File: config.mk
export PLATFORM = sky130hd
export DESIGN_NAME = dual_chamber_pacing_timer_unit
export DESIGN_NICKNAME = d
export VERILOG_FILES = /design/src/hw/rtl/dcpt_pkg.sv /design/src/hw/rtl/dual_chamber_pacing_timer_unit.sv /design/src/hw/rtl/dcpt_cfg_regs.sv /design/src/hw/rtl/dcpt_timer_bank.sv
export SDC_FILE = /design/constraint.sdc
export NUM_CORES = 1
export LEC_CHECK = 0
export BUFFER_PORTS_ARGS = -buffer_cell sky130_fd_sc_hd__buf_4
export CAP_MARGIN = 20
export CORE_MARGIN = 3
export CORE_UTILIZATION = 30
export CTS_BUF_LIST = sky130_fd_sc_hd__clkbuf_16
export CTS_CLUSTER_SIZE = 24
export DETAILED_ROUTE_END_ITERATION = 10
export PLACE_DENSITY_LB_ADDON = 0.1
export RECOVER_POWER = 25
export SLEW_MARGIN = 40
export SYNTH_ARGS = -nofsm -noshare
export SYNTH_HDL_FRONTEND = slang
export SYNTH_SLANG_ARGS = --single-unit
File: constraint.sdc
create_clock -name aclk -period 3.2 [get_ports aclk]
set_input_delay 0.64 -clock aclk [delete_from_list [all_inputs] [get_ports aclk]]
set_output_delay 0.64 -clock aclk [all_outputs]
set_load 0.02 [all_outputs]
File: src/hw/rtl/dcpt_pkg.sv
`default_nettype none
// ---------------------------------------------------------------------------
// dcpt_pkg: shared types and constants for the dual-chamber pacing timer
// Holds pace codes, timer slot numbers, configuration register indexes and
// the request and result structures that pass between the timer modules.
// ---------------------------------------------------------------------------
package dcpt_pkg;

    localparam int unsigned CNT_W      = 16;
    localparam int unsigned CODE_W     = 2;
    localparam int unsigned NUM_TIMERS = 6;
    localparam int unsigned CFG_IDX_W  = 3;

    localparam logic [CNT_W-1:0] CNT_MAX = {CNT_W{1'b1}};

    // Pace status codes.
    localparam logic [CODE_W-1:0] CODE_IDLE      = 2'd0;
    localparam logic [CODE_W-1:0] CODE_REQUESTED = 2'd1;
    localparam logic [CODE_W-1:0] CODE_DELIVERED = 2'd2;

    // Timer slots, which are also the bit positions in the phase word.
    localparam int unsigned T_AVI   = 0;
    localparam int unsigned T_PVARP = 1;
    localparam int unsigned T_VRP   = 2;
    localparam int unsigned T_AEI   = 3;
    localparam int unsigned T_LRI   = 4;
    localparam int unsigned T_URI   = 5;

    // Configuration register indexes.
    localparam logic [CFG_IDX_W-1:0] REG_AV_DELAY    = 3'd0;
    localparam logic [CFG_IDX_W-1:0] REG_PVARP       = 3'd1;
    localparam logic [CFG_IDX_W-1:0] REG_VRP         = 3'd2;
    localparam logic [CFG_IDX_W-1:0] REG_ATRIAL_ESC  = 3'd3;
    localparam logic [CFG_IDX_W-1:0] REG_LOWER_RATE  = 3'd4;
    localparam logic [CFG_IDX_W-1:0] REG_UPPER_RATE  = 3'd5;

    // Reset values of the limits.
    localparam logic [CNT_W-1:0] RST_AV_DELAY   = 16'd300;
    localparam logic [CNT_W-1:0] RST_PVARP      = 16'd50;
    localparam logic [CNT_W-1:0] RST_VRP        = 16'd150;
    localparam logic [CNT_W-1:0] RST_ATRIAL_ESC = 16'd800;
    localparam logic [CNT_W-1:0] RST_LOWER_RATE = 16'd950;
    localparam logic [CNT_W-1:0] RST_UPPER_RATE = 16'd900;

    typedef logic [CNT_W-1:0] count_t;
    typedef logic [CODE_W-1:0] code_t;
    typedef logic [NUM_TIMERS-1:0] phases_t;

    // Interval limits, one per timer.
    typedef struct packed {
        count_t av_delay;
        count_t pvarp;
        count_t vrp;
        count_t atrial_escape;
        count_t lower_rate;
        count_t upper_rate;
    } limits_t;

    // One tick request.
    typedef struct packed {
        logic  atrial_sense;
        logic  ventricular_sense;
        code_t atrial_code;
        code_t ventricular_code;
    } tick_t;

    // One tick result.
    typedef struct packed {
        code_t   atrial_code;
        code_t   ventricular_code;
        phases_t phases;
    } result_t;

    // Saturating counter increment.
    function automatic count_t inc_sat(input count_t c);
        return (c == CNT_MAX) ? CNT_MAX : count_t'(c + 1'b1);
    endfunction

endpackage : dcpt_pkg
`default_nettype wire

File: src/hw/rtl/dual_chamber_pacing_timer_unit.sv
`default_nettype none
// ---------------------------------------------------------------------------
// dual_chamber_pacing_timer_unit: dual-chamber pacing interval timer
// Top level with the request register, the timer bank and the result
// register.
// ---------------------------------------------------------------------------
// The unit takes one tick request per clock cycle while no result stalls,
// and returns one result per tick. A request is captured in an input
// register, the six timer rules are evaluated in one pass, and the result
// is held in an output register until it is taken. The throughput of one
// tick per cycle, when no result stalls, rests on the rule pass between
// those two registers; a stalled result holds back at most one further
// request. Limits are to be written through the configuration port only
// while no tick is in flight; the block itself does not enforce this.
// The limits reset to 300, 50, 150, 800, 950 and 900 ticks.
module dual_chamber_pacing_timer_unit (
    input  wire logic                           aclk,
    input  wire logic                           aresetn,
    // Configuration port
    input  wire logic                           cfg_wr_en,
    input  wire logic [dcpt_pkg::CFG_IDX_W-1:0] cfg_wr_index,
    input  wire logic [dcpt_pkg::CNT_W-1:0]     cfg_wr_data,
    // Tick request channel
    input  wire logic                           s_valid,
    output logic                                s_ready,
    input  wire logic                           s_atrial_sense,
    input  wire logic                           s_ventricular_sense,
    input  wire logic [dcpt_pkg::CODE_W-1:0]    s_atrial_pace_code,
    input  wire logic [dcpt_pkg::CODE_W-1:0]    s_ventricular_pace_code,
    // Result channel
    output logic                                m_valid,
    input  wire logic                           m_ready,
    output logic [dcpt_pkg::CODE_W-1:0]         m_atrial_pace_code_out,
    output logic [dcpt_pkg::CODE_W-1:0]         m_ventricular_pace_code_out,
    output logic [dcpt_pkg::NUM_TIMERS-1:0]     m_timer_phases
);
    import dcpt_pkg::*;

    limits_t limits;
    tick_t   tick_reg;
    logic    in_vld_reg;
    logic    in_vld_next;
    result_t tick_result;
    result_t res_reg;
    logic    out_vld_reg;
    logic    out_vld_next;
    logic    s_fire;
    logic    tick_fire;

    // Limit registers.
    dcpt_cfg_regs u_cfg_regs (
        .aclk     (aclk),
        .aresetn  (aresetn),
        .wr_en    (cfg_wr_en),
        .wr_index (cfg_wr_index),
        .wr_data  (cfg_wr_data),
        .limits   (limits)
    );

    // Handshake: the held request moves on whenever the result slot is free
    // or being emptied in this cycle.
    assign tick_fire    = in_vld_reg && (!out_vld_reg || m_ready);
    assign s_ready      = !in_vld_reg || tick_fire;
    assign s_fire       = s_valid && s_ready;
    assign in_vld_next  = s_fire || (in_vld_reg && !tick_fire);
    assign out_vld_next = tick_fire || (out_vld_reg && !m_ready);

    // Request register.
    always_ff @(posedge aclk) begin
        if (!aresetn) begin
            in_vld_reg <= 1'b0;
        end else begin
            in_vld_reg <= in_vld_next;
        end
    end

    always_ff @(posedge aclk) begin
        if (s_fire) begin
            tick_reg.atrial_sense      <= s_atrial_sense;
            tick_reg.ventricular_sense <= s_ventricular_sense;
            tick_reg.atrial_code       <= s_atrial_pace_code;
            tick_reg.ventricular_code  <= s_ventricular_pace_code;
        end
    end

    // Timer rules and state.
    dcpt_timer_bank u_timer_bank (
        .aclk    (aclk),
        .aresetn (aresetn),
        .tick_en (tick_fire),
        .tick    (tick_reg),
        .limits  (limits),
        .result  (tick_result)
    );

    // Result register.
    always_ff @(posedge aclk) begin
        if (!aresetn) begin
            out_vld_reg <= 1'b0;
        end else begin
            out_vld_reg <= out_vld_next;
        end
    end

    always_ff @(posedge aclk) begin
        if (tick_fire) begin
            res_reg <= tick_result;
        end
    end

    assign m_valid                     = out_vld_reg;
    assign m_atrial_pace_code_out      = res_reg.atrial_code;
    assign m_ventricular_pace_code_out = res_reg.ventricular_code;
    assign m_timer_phases              = res_reg.phases;

endmodule : dual_chamber_pacing_timer_unit
`default_nettype wire

File: src/hw/rtl/dcpt_cfg_regs.sv
`default_nettype none
// ---------------------------------------------------------------------------
// dcpt_cfg_regs: interval limit registers
// Six 16-bit limits written through a plain write port. Writes to an index
// beyond the last register are dropped.
// ---------------------------------------------------------------------------
module dcpt_cfg_regs (
    input  wire logic                           aclk,
    input  wire logic                           aresetn,
    input  wire logic                           wr_en,
    input  wire logic [dcpt_pkg::CFG_IDX_W-1:0] wr_index,
    input  wire logic [dcpt_pkg::CNT_W-1:0]     wr_data,
    output dcpt_pkg::limits_t                   limits
);
    import dcpt_pkg::*;

    limits_t limits_reg;
    limits_t limits_next;

    // Decode the register index.
    always_comb begin
        limits_next = limits_reg;
        if (wr_en) begin
            unique case (wr_index)
                REG_AV_DELAY:   limits_next.av_delay      = wr_data;
                REG_PVARP:      limits_next.pvarp         = wr_data;
                REG_VRP:        limits_next.vrp           = wr_data;
                REG_ATRIAL_ESC: limits_next.atrial_escape = wr_data;
                REG_LOWER_RATE: limits_next.lower_rate    = wr_data;
                REG_UPPER_RATE: limits_next.upper_rate    = wr_data;
                default:        limits_next = limits_reg;
            endcase
        end
    end

    always_ff @(posedge aclk) begin
        if (!aresetn) begin
            limits_reg.av_delay      <= RST_AV_DELAY;
            limits_reg.pvarp         <= RST_PVARP;
            limits_reg.vrp           <= RST_VRP;
            limits_reg.atrial_escape <= RST_ATRIAL_ESC;
            limits_reg.lower_rate    <= RST_LOWER_RATE;
            limits_reg.upper_rate    <= RST_UPPER_RATE;
        end else begin
            limits_reg <= limits_next;
        end
    end

    assign limits = limits_reg;

endmodule : dcpt_cfg_regs
`default_nettype wire

File: src/hw/rtl/dcpt_timer_bank.sv
`default_nettype none
// ---------------------------------------------------------------------------
// dcpt_timer_bank: six interval timers and the per-tick rule logic
// Holds the running bits and counters of AVI, PVARP, VRP, AEI, LRI and URI,
// evaluates the rules of one tick in order, and commits the new state when
// the tick is taken.
// ---------------------------------------------------------------------------
module dcpt_timer_bank (
    input  wire logic              aclk,
    input  wire logic              aresetn,
    input  wire logic              tick_en,
    input  wire dcpt_pkg::tick_t   tick,
    input  wire dcpt_pkg::limits_t limits,
    output dcpt_pkg::result_t      result
);
    import dcpt_pkg::*;

    phases_t run_reg;
    phases_t run_next;
    count_t  count_reg  [NUM_TIMERS];
    count_t  count_next [NUM_TIMERS];
    code_t   ap_final;
    code_t   vp_final;

    // Rule evaluation. Every rule reads the running bits from the start of
    // the tick; pace requests raised by earlier rules are seen by later ones.
    always_comb begin : rules_comb
        logic  a_evt;
        logic  v_evt;
        code_t ap;
        code_t vp;

        run_next   = run_reg;
        count_next = count_reg;
        ap = tick.atrial_code;
        vp = tick.ventricular_code;
        a_evt = tick.atrial_sense || (ap == CODE_DELIVERED);

        // AV interval.
        if (!run_reg[T_AVI]) begin
            if (a_evt && !run_reg[T_PVARP]) begin
                run_next[T_AVI]   = 1'b1;
                count_next[T_AVI] = '0;
            end
        end else begin
            if ((count_reg[T_AVI] >= limits.av_delay) && !run_reg[T_URI]) begin
                vp = CODE_REQUESTED;
                run_next[T_AVI] = 1'b0;
            end
            if (tick.ventricular_sense) begin
                run_next[T_AVI] = 1'b0;
            end
            count_next[T_AVI] = inc_sat(count_reg[T_AVI]);
        end

        v_evt = tick.ventricular_sense || (vp == CODE_DELIVERED);

        // Post-ventricular atrial refractory period.
        if (!run_reg[T_PVARP]) begin
            if (v_evt) begin
                run_next[T_PVARP]   = 1'b1;
                count_next[T_PVARP] = '0;
            end
        end else begin
            if (count_reg[T_PVARP] >= limits.pvarp) begin
                run_next[T_PVARP] = 1'b0;
            end
            count_next[T_PVARP] = inc_sat(count_reg[T_PVARP]);
        end

        // Ventricular refractory period.
        if (!run_reg[T_VRP]) begin
            if (v_evt) begin
                run_next[T_VRP]   = 1'b1;
                count_next[T_VRP] = '0;
            end
        end else begin
            if (count_reg[T_VRP] >= limits.vrp) begin
                run_next[T_VRP] = 1'b0;
            end
            count_next[T_VRP] = inc_sat(count_reg[T_VRP]);
        end

        // Atrial escape interval.
        if (!run_reg[T_AEI]) begin
            if (v_evt && !run_reg[T_VRP]) begin
                run_next[T_AEI]   = 1'b1;
                count_next[T_AEI] = '0;
            end
        end else begin
            if (count_reg[T_AEI] >= limits.atrial_escape) begin
                ap = CODE_REQUESTED;
                run_next[T_AEI] = 1'b0;
            end
            if (tick.atrial_sense && !run_reg[T_PVARP]) begin
                run_next[T_AEI] = 1'b0;
            end
            count_next[T_AEI] = inc_sat(count_reg[T_AEI]);
        end

        // Lower rate interval; once started it keeps running.
        if (!run_reg[T_LRI]) begin
            if (v_evt && !run_reg[T_VRP]) begin
                run_next[T_LRI]   = 1'b1;
                count_next[T_LRI] = '0;
            end
        end else begin
            count_next[T_LRI] = count_reg[T_LRI];
            if (count_reg[T_LRI] >= limits.lower_rate) begin
                vp = CODE_REQUESTED;
                count_next[T_LRI] = '0;
            end
            if ((tick.ventricular_sense || (vp == CODE_DELIVERED)) && !run_reg[T_VRP]) begin
                count_next[T_LRI] = '0;
            end
            count_next[T_LRI] = inc_sat(count_next[T_LRI]);
        end

        // Upper rate interval sees the ventricular code after the LRI rule.
        if (!run_reg[T_URI]) begin
            if ((tick.ventricular_sense || (vp == CODE_DELIVERED)) && !run_reg[T_VRP]) begin
                run_next[T_URI]   = 1'b1;
                count_next[T_URI] = '0;
            end
        end else begin
            if (count_reg[T_URI] >= limits.upper_rate) begin
                run_next[T_URI] = 1'b0;
            end
            count_next[T_URI] = inc_sat(count_reg[T_URI]);
        end

        // Delivered codes return to idle at the end of the tick.
        ap_final = (ap == CODE_DELIVERED) ? CODE_IDLE : ap;
        vp_final = (vp == CODE_DELIVERED) ? CODE_IDLE : vp;
    end

    // Timer state commits only when a tick is taken.
    always_ff @(posedge aclk) begin
        if (!aresetn) begin
            run_reg <= '0;
            for (int i = 0; i < NUM_TIMERS; i++) begin
                count_reg[i] <= '0;
            end
        end else if (tick_en) begin
            run_reg   <= run_next;
            count_reg <= count_next;
        end
    end

    assign result.atrial_code      = ap_final;
    assign result.ventricular_code = vp_final;
    assign result.phases           = run_next;

endmodule : dcpt_timer_bank
`default_nettype wire

==> results of run 1 <==
==> cells by family after synthesis <==
logic type	count (synthesis)	synth area share (%)
and+or+nand+nor	578	22.2
AOI/OAI and AO/OA	463	23.7
DFF	216	37.4
buffers and inverters	182	5.72
adders and majority gates	102	10.6
muxes	4	0.334
==> worst paths after layout <==
path,slack (ns),to,start
worst min register to register,0.45,u_cfg_regs.limits[90],u_cfg_regs.limits[90]
worst max-delay path,0.13,u_timer_bank.count_reg[24],u_cfg_regs.limits[89]
worst min-delay path,0.28,tick_reg[4],s_ventricular_sense
worst max register to register,0.13,u_timer_bank.count_reg[24],u_cfg_regs.limits[89]
==> cells in the mapped netlist, types with 12 or more instances <==
| cell | number |
|---|---|
| nand2b_1 | 20 |
| clkbuf_1 | 64 |
| a221oi_1 | 12 |
| nor3_1 | 47 |
| nand4_1 | 12 |
| nor4_1 | 13 |
| a21o_1 | 23 |
| ha_1 | 102 |
| nand3_1 | 56 |
| dfxtp_1 | 200 |
| a31oi_1 | 14 |
| o211ai_1 | 38 |
| o21ai_0 | 113 |
| inv_1 | 113 |
| edfxtp_1 | 16 |
| a21oi_1 | 178 |
| nor2b_1 | 12 |
| and3_1 | 19 |
| nor2_1 | 90 |
| nand2_1 | 261 |
==> timing repair <==
action / in CTS / in global routing
buffers inserted: 0 / 4
gates resized for setup: 0 / 18
setup endpoints to repair: 0 / 16
endpoints found under the hold margin: 0 / 0
hold buffers: 0 / 0
==> layer usage <==
metal / track usage (%) / routed length, um / vias up
li1: - / - / 5630
met1: 26.9 / 19800 / 5364
met2: 29.3 / 17300 / 215
met3: 2.22 / 1440 / 46
met4: 4.05 / 821 / 0
met5: 0 / 0 / -
==> area by class of cell <==
| cell class | count | area, um^2 | area share [%] |
|---|---|---|---|
| multi-input combinational | 1147 | 6910 | 48.9 |
| sequential | 216 | 4490 | 31.8 |
| timing repair buffer | 102 | 801 | 5.67 |
| clock buffer | 29 | 726 | 5.14 |
| tap | 518 | 648 | 4.59 |
| inverter | 114 | 429 | 3.04 |
| clock inverter | 19 | 113 | 0.798 |
==> power by group through the flow <==
stage / clock network, mW / registers, mW / logic [mW]
global placement: 0 / 2.88 / 0.540
CTS: 3.04 / 2.82 / 0.544
floorplan: 0 / 2.87 / 0.278
finish: 2.94 / 2.82 / 0.539
global route: 3.14 / 2.82 / 0.593
detailed placement: 0 / 2.88 / 0.541
==> metrics.cfg, run 1 <==
[status]
status = complete, but fails checks
violations = capacitance limit, slew limit

[floorplanning]
die_area_um2 = 42400
start_util_pct = 30.7
dieWidth_um = 206
coreArea_um2 = 39100
die_h_um = 206
io_pins = 42
row_count = 72

[clock_tree]
cts_sinks = 216
root_buffer = clkbuf_16
clk_latency_ns = 0.56
cts_buffers = 28
clock_path_buffers = 3
cts_max_level = 1
cts_tree = yes
cts.clk_slew.worst_paths_ns = 0.06

[worst_setup_path]
critPathBufInv = 2
worstSetupEndpointType = register
worst_ep_arrival_time_ns = 3.56
crit_chain = inv_1, ha_1, nand4_1, nor4_4, a311oi_2, a21boi_4, o21ai_2, nor2_1, ha_2, nand3_2, buf_6, or2_2, o41ai_1, a22o_1
max_stage_delay_ns = 0.35
critical_path_class = register to register
crit_fanout = 5
cp_num_cells = 14
slowest_stage = nor4_4
critPathTopFamily = simple AND/OR/NAND/NOR gates
cp-start-kind = register
reg2regPathDepth = 14
worstPathRequired_ns = 3.69

[grt]
grt_pass1_vias = 10814
antenna_found_initial = 0
grt_overflow_total = 0
grt_pass1_wl_um = 61800
grt_max_degree = 142
track_usage_pct = 18.5

[yosys]
syn_inst = 1545
synth_area_per_cell_um2 = 7.76
yosysTopAreaCellShare_pct = 33.4
synth_area_um2 = 12000
synth_top_area_cell = dfxtp_1
yosys_warnings = 0
ys.flop_type = dfxtp_1
async_flop_share_pct = 0
ys_ff_latch = 216
synth_edf_count = 16
ys_types = 72
syn-num-nets = 1677
ys_top_cells_by_area = dfxtp_1 (33%), ha_1 (11%), nand2_1 (8.2%)
seq_area_frac_synth_pct = 37.4

[sta]
timing.final.ws_setup_ns = 0.126
relSlewSlack_pct = -26.8
tightest_slew_ns = 1.90
clock-skew-final_ns = 0.0142
fmax_ghz = 0.325
final.period_utilization_pct = 96.1
hold_ws_ns = 0.284
setup_viol = 0
rsz0062_at_grt = yes
finalSetupTns_ns = 0
hold_viol = 0
min_period_ns = 3.07
final-max-slew-violation-count = 142

[min_path]
hold_class = input port to register
min_path_cells = 1

[finish]
final_cell_mix = nand2_1 (261), dfxtp_1 (194), a21oi_1 (178)
finalNonFillerCells = 2145
area_growth_pct = 17.7
final_layout_size_suffix_gt1_share_pct = 10.4
final_common_cell = nand2_1
fin_nets = 1741
fillerInstances = 4158
finalCoreUtilization_pct = 36.1
stdcell_area_um2 = 14100
antennaDiodeCount = 0

[routing]
drtPass1Iterations = 5
vias_per_cell = 5.25
ant_nets = 0
wl_per_cell_um = 18.3
drc = 0
vias = 11255
wl_um = 39300
drt_iter0_drc = 747

[placed_design]
portBuffers = 41
numPlacedInstances = 2093
place.gp.congestion = 0.837
post-place-ws_ns = 0.0545
dpl_cell_area_um2 = 13200
dpl.hpwl_um = 26800

[power]
power.total_mw = 6.30
p_sw_share_pct = 26.2
power_frac_clock_pct = 46.7
internal-power_mw = 4.65
ir_drop_mv = 0.400
seq_power_share_pct = 44.7
leakagePower_nw = 5.43
p_per_area_nw_per_um2 = 446
comb_power_share_pct = 8.6
p_sw_mw = 1.65

[flow_run]
max_cap_violations = 1

(Power assumes the default switching activity.)
==> inputs of run 2 (changes only) <==
Settings changed: SYNTH_HIERARCHICAL set to 1.
==> run 2 against run 1 <==
Compared with the run above:
- the flow still finishes with violations (capacitance limit, slew limit)
- maximum frequency shrank 2.3%
- cell area grew 2.8%
- highest routed layer unchanged
- worst setup slack lost 0.072 ns
==> metrics.cfg, run 2 <==
[floorplanning]
coreArea_um2 = 40000
dieWidth_um = 208
row_count = 73
die_area_um2 = 43300
die_h_um = 208
io_pins = 42
start_util_pct = 30.6

[finish]
final_layout_size_suffix_gt1_share_pct = 13.6
area_growth_pct = 18.5
finalNonFillerCells = 2085
fin_nets = 1670
fillerInstances = 4209
final_cell_mix = dfxtp_1 (195), nand2_1 (164), inv_1 (122)
antennaDiodeCount = 0
stdcell_area_um2 = 14500
final_common_cell = dfxtp_1

[sta]
final-max-slew-violation-count = 30
final.period_utilization_pct = 98.3
min_period_ns = 3.15
hold_viol = 0
fmax_ghz = 0.318
rsz0062_at_grt = yes
setup_viol = 0
tightest_slew_ns = 1.59
relSlewSlack_pct = -5.75
clock-skew-final_ns = 0.0106

[placed_design]
place.gp.congestion = 0.796
portBuffers = 41
dpl_cell_area_um2 = 13600
dpl.hpwl_um = 26400
numPlacedInstances = 2030

[clock_tree]
cts.clk_slew.worst_paths_ns = 0.06
cts_tree = yes
clock_path_buffers = 3
root_buffer = clkbuf_16
clk_latency_ns = 0.56
cts_buffers = 28
cts_max_level = 1
cts_sinks = 216

[routing]
drc = 0
drt_iter0_drc = 523
wl_per_cell_um = 17.7
vias_per_cell = 5.02
wl_um = 36900
vias = 10460
drtPass1Iterations = 4
ant_nets = 0

[yosys]
ys_top_cells_by_area = dfxtp_1 (33%), ha_1 (10%), mux2i_1 (8.0%)
synth_edf_count = 16
synthAdderAreaFrac_pct = 10.4
ys.flop_type = dfxtp_1
syn_inst = 1458
yosysTopAreaCellShare_pct = 32.7
ys_top_cells_by_count = dfxtp_1 (200), nand2_1 (165), inv_1 (121)
yosys_warnings = 6
ys_types = 79
synth_compound_area_share_pct = 18.1
syn-num-nets = 1590
yosys-mux-area-fraction_pct = 8.11
synth_top_area_cell = dfxtp_1
synth_area_per_cell_um2 = 8.40
async_flop_share_pct = 0
seq_area_frac_synth_pct = 36.6
synth_top_family_by_area = simple AND/OR/NAND/NOR gates
ys_ff_latch = 216
synth_xor_area_share_pct = 0
synth_area_um2 = 12200
yosysMostFrequentCell = dfxtp_1
yosys.area_share.simple_pct = 20.5

[grt]
grt_pass1_vias = 10233
grt_overflow_total = 0
grt_pass1_wl_um = 58400
grt_max_degree = 44
track_usage_pct = 16.7
antenna_found_initial = 0

[power]
seq_power_share_pct = 44.6
p_sw_share_pct = 26.0
comb_power_share_pct = 8.5
leakagePower_nw = 6.23
p_sw_mw = 1.64
p_per_area_nw_per_um2 = 436
power_frac_clock_pct = 46.9
internal-power_mw = 4.68
ir_drop_mv = 0.357

[worst_setup_path]
crit_chain = inv_2, ha_4, nand3b_4, or2_1, or3_4, o211ai_4, and3_4, ha_4, and2_4, and3_4, nand3_4, or3_4, o31ai_2, a22o_1
critPathBufInv = 1
slowest_stage = or3_4
worst_ep_arrival_time_ns = 3.65
critPathTopFamily = simple AND/OR/NAND/NOR gates
critical_path_class = register to register
crit_fanout = 5
max_stage_delay_ns = 0.46
cp-start-kind = register
worstSetupEndpointType = register
worstPathRequired_ns = 3.71

[flow_run]
max_cap_violations = 1

[min_path]
hold_class = input port to register

[status]
violations = capacitance limit, slew limit
status = complete, but fails checks

## run 2: logic make-up after synthesis
kind of cell / after synthesis
compound gates: 354
fa+ha+maj: 102
buf+inv: 189
flops: 216
mux: 99
simple gates: 498
## run 2: area by class of cell
type	instances	area (um^2)	share of cell area, %
Timing Repair Buffer	117	881	6.07
Tap cell	525	657	4.53
Multi-Input combinational cell	1053	7160	49.4
Clock inverter	23	130	0.897
Clock buffer	29	726	5.00
Sequential cell	216	4490	31.0
Inverter	122	458	3.16
## run 2: what timing repair did
item,CTS,global route
hold buffers,0,0
pin swaps,3,8
setup endpoints to repair,12,20
setup buffers,1,2
gates resized for setup,3,20
## run 2: metal layers
| layer | vias to the layer above | GRT usage [%] | routed length, um |
|---|---|---|---|
| met5 | - | 0 | 0 |
| met4 | 0 | 4.51 | 762 |
| met3 | 46 | 1.98 | 1090 |
| met2 | 136 | 27.0 | 16500 |
| met1 | 4938 | 23.7 | 18600 |
| li1 | 5340 | - | - |
## run 2: power groups by stage
| stage | Combinational [mW] | Clock [mW] | Sequential, mW |
|---|---|---|---|
| 6_report | 0.535 | 2.97 | 2.82 |
| 5_1_grt | 0.589 | 3.20 | 2.82 |
| 4_1_cts | 0.537 | 3.10 | 2.82 |
| 3_5_place_dp | 0.535 | 0 | 2.88 |
| 3_3_place_gp | 0.536 | 0 | 2.88 |
| 2_1_floorplan | 0.313 | 0 | 2.87 |
## run 2: through the flow
stage | setup TNS [ns] | hold slack [ns] | util [%] | setup WS, ns | total power [mW]
after floorplan | -0.135 | 0.435 | - | -0.0364 | 3.18
after global placement | -0.166 | 0.445 | 33.9 | -0.0473 | 3.41
after detailed placement | -0.536 | 0.448 | 33.9 | -0.106 | 3.41
after CTS | 0 | 0.209 | 36.0 | 0.00520 | 6.45
after global routing | -0.596 | 0.246 | 36.3 | -0.0814 | 6.61
final | 0 | 0.277 | 36.3 | 0.0544 | 6.32
## run 2: path summary, 6_finish.rpt
path	startpoint	endpoint	slack [ns]	depth (start not counted)
worst max-delay path	u_cfg_regs/limits[94]	u_timer_bank/count_reg[19]	0.05	14
worst min-delay path	s_atrial_pace_code[1]	tick_reg[3]	0.28	1
worst max register to register	u_cfg_regs/limits[94]	u_timer_bank/count_reg[19]	0.05	14
worst min register to register	u_cfg_regs/limits[36]	u_cfg_regs/limits[36]	0.46	2
## run 2: worst reg2reg max path: stages (launching register included)
cell	delay (ns)
dfxtp_2	0.33
inv_2	0.04
ha_4	0.26
nand3b_4	0.07
or2_1	0.24
or3_4	0.35
o211ai_4	0.28
and3_4	0.26
ha_4	0.13
and2_4	0.13
and3_4	0.20
nand3_4	0.09
or3_4	0.46
o31ai_2	0.08
a22o_1	0.16
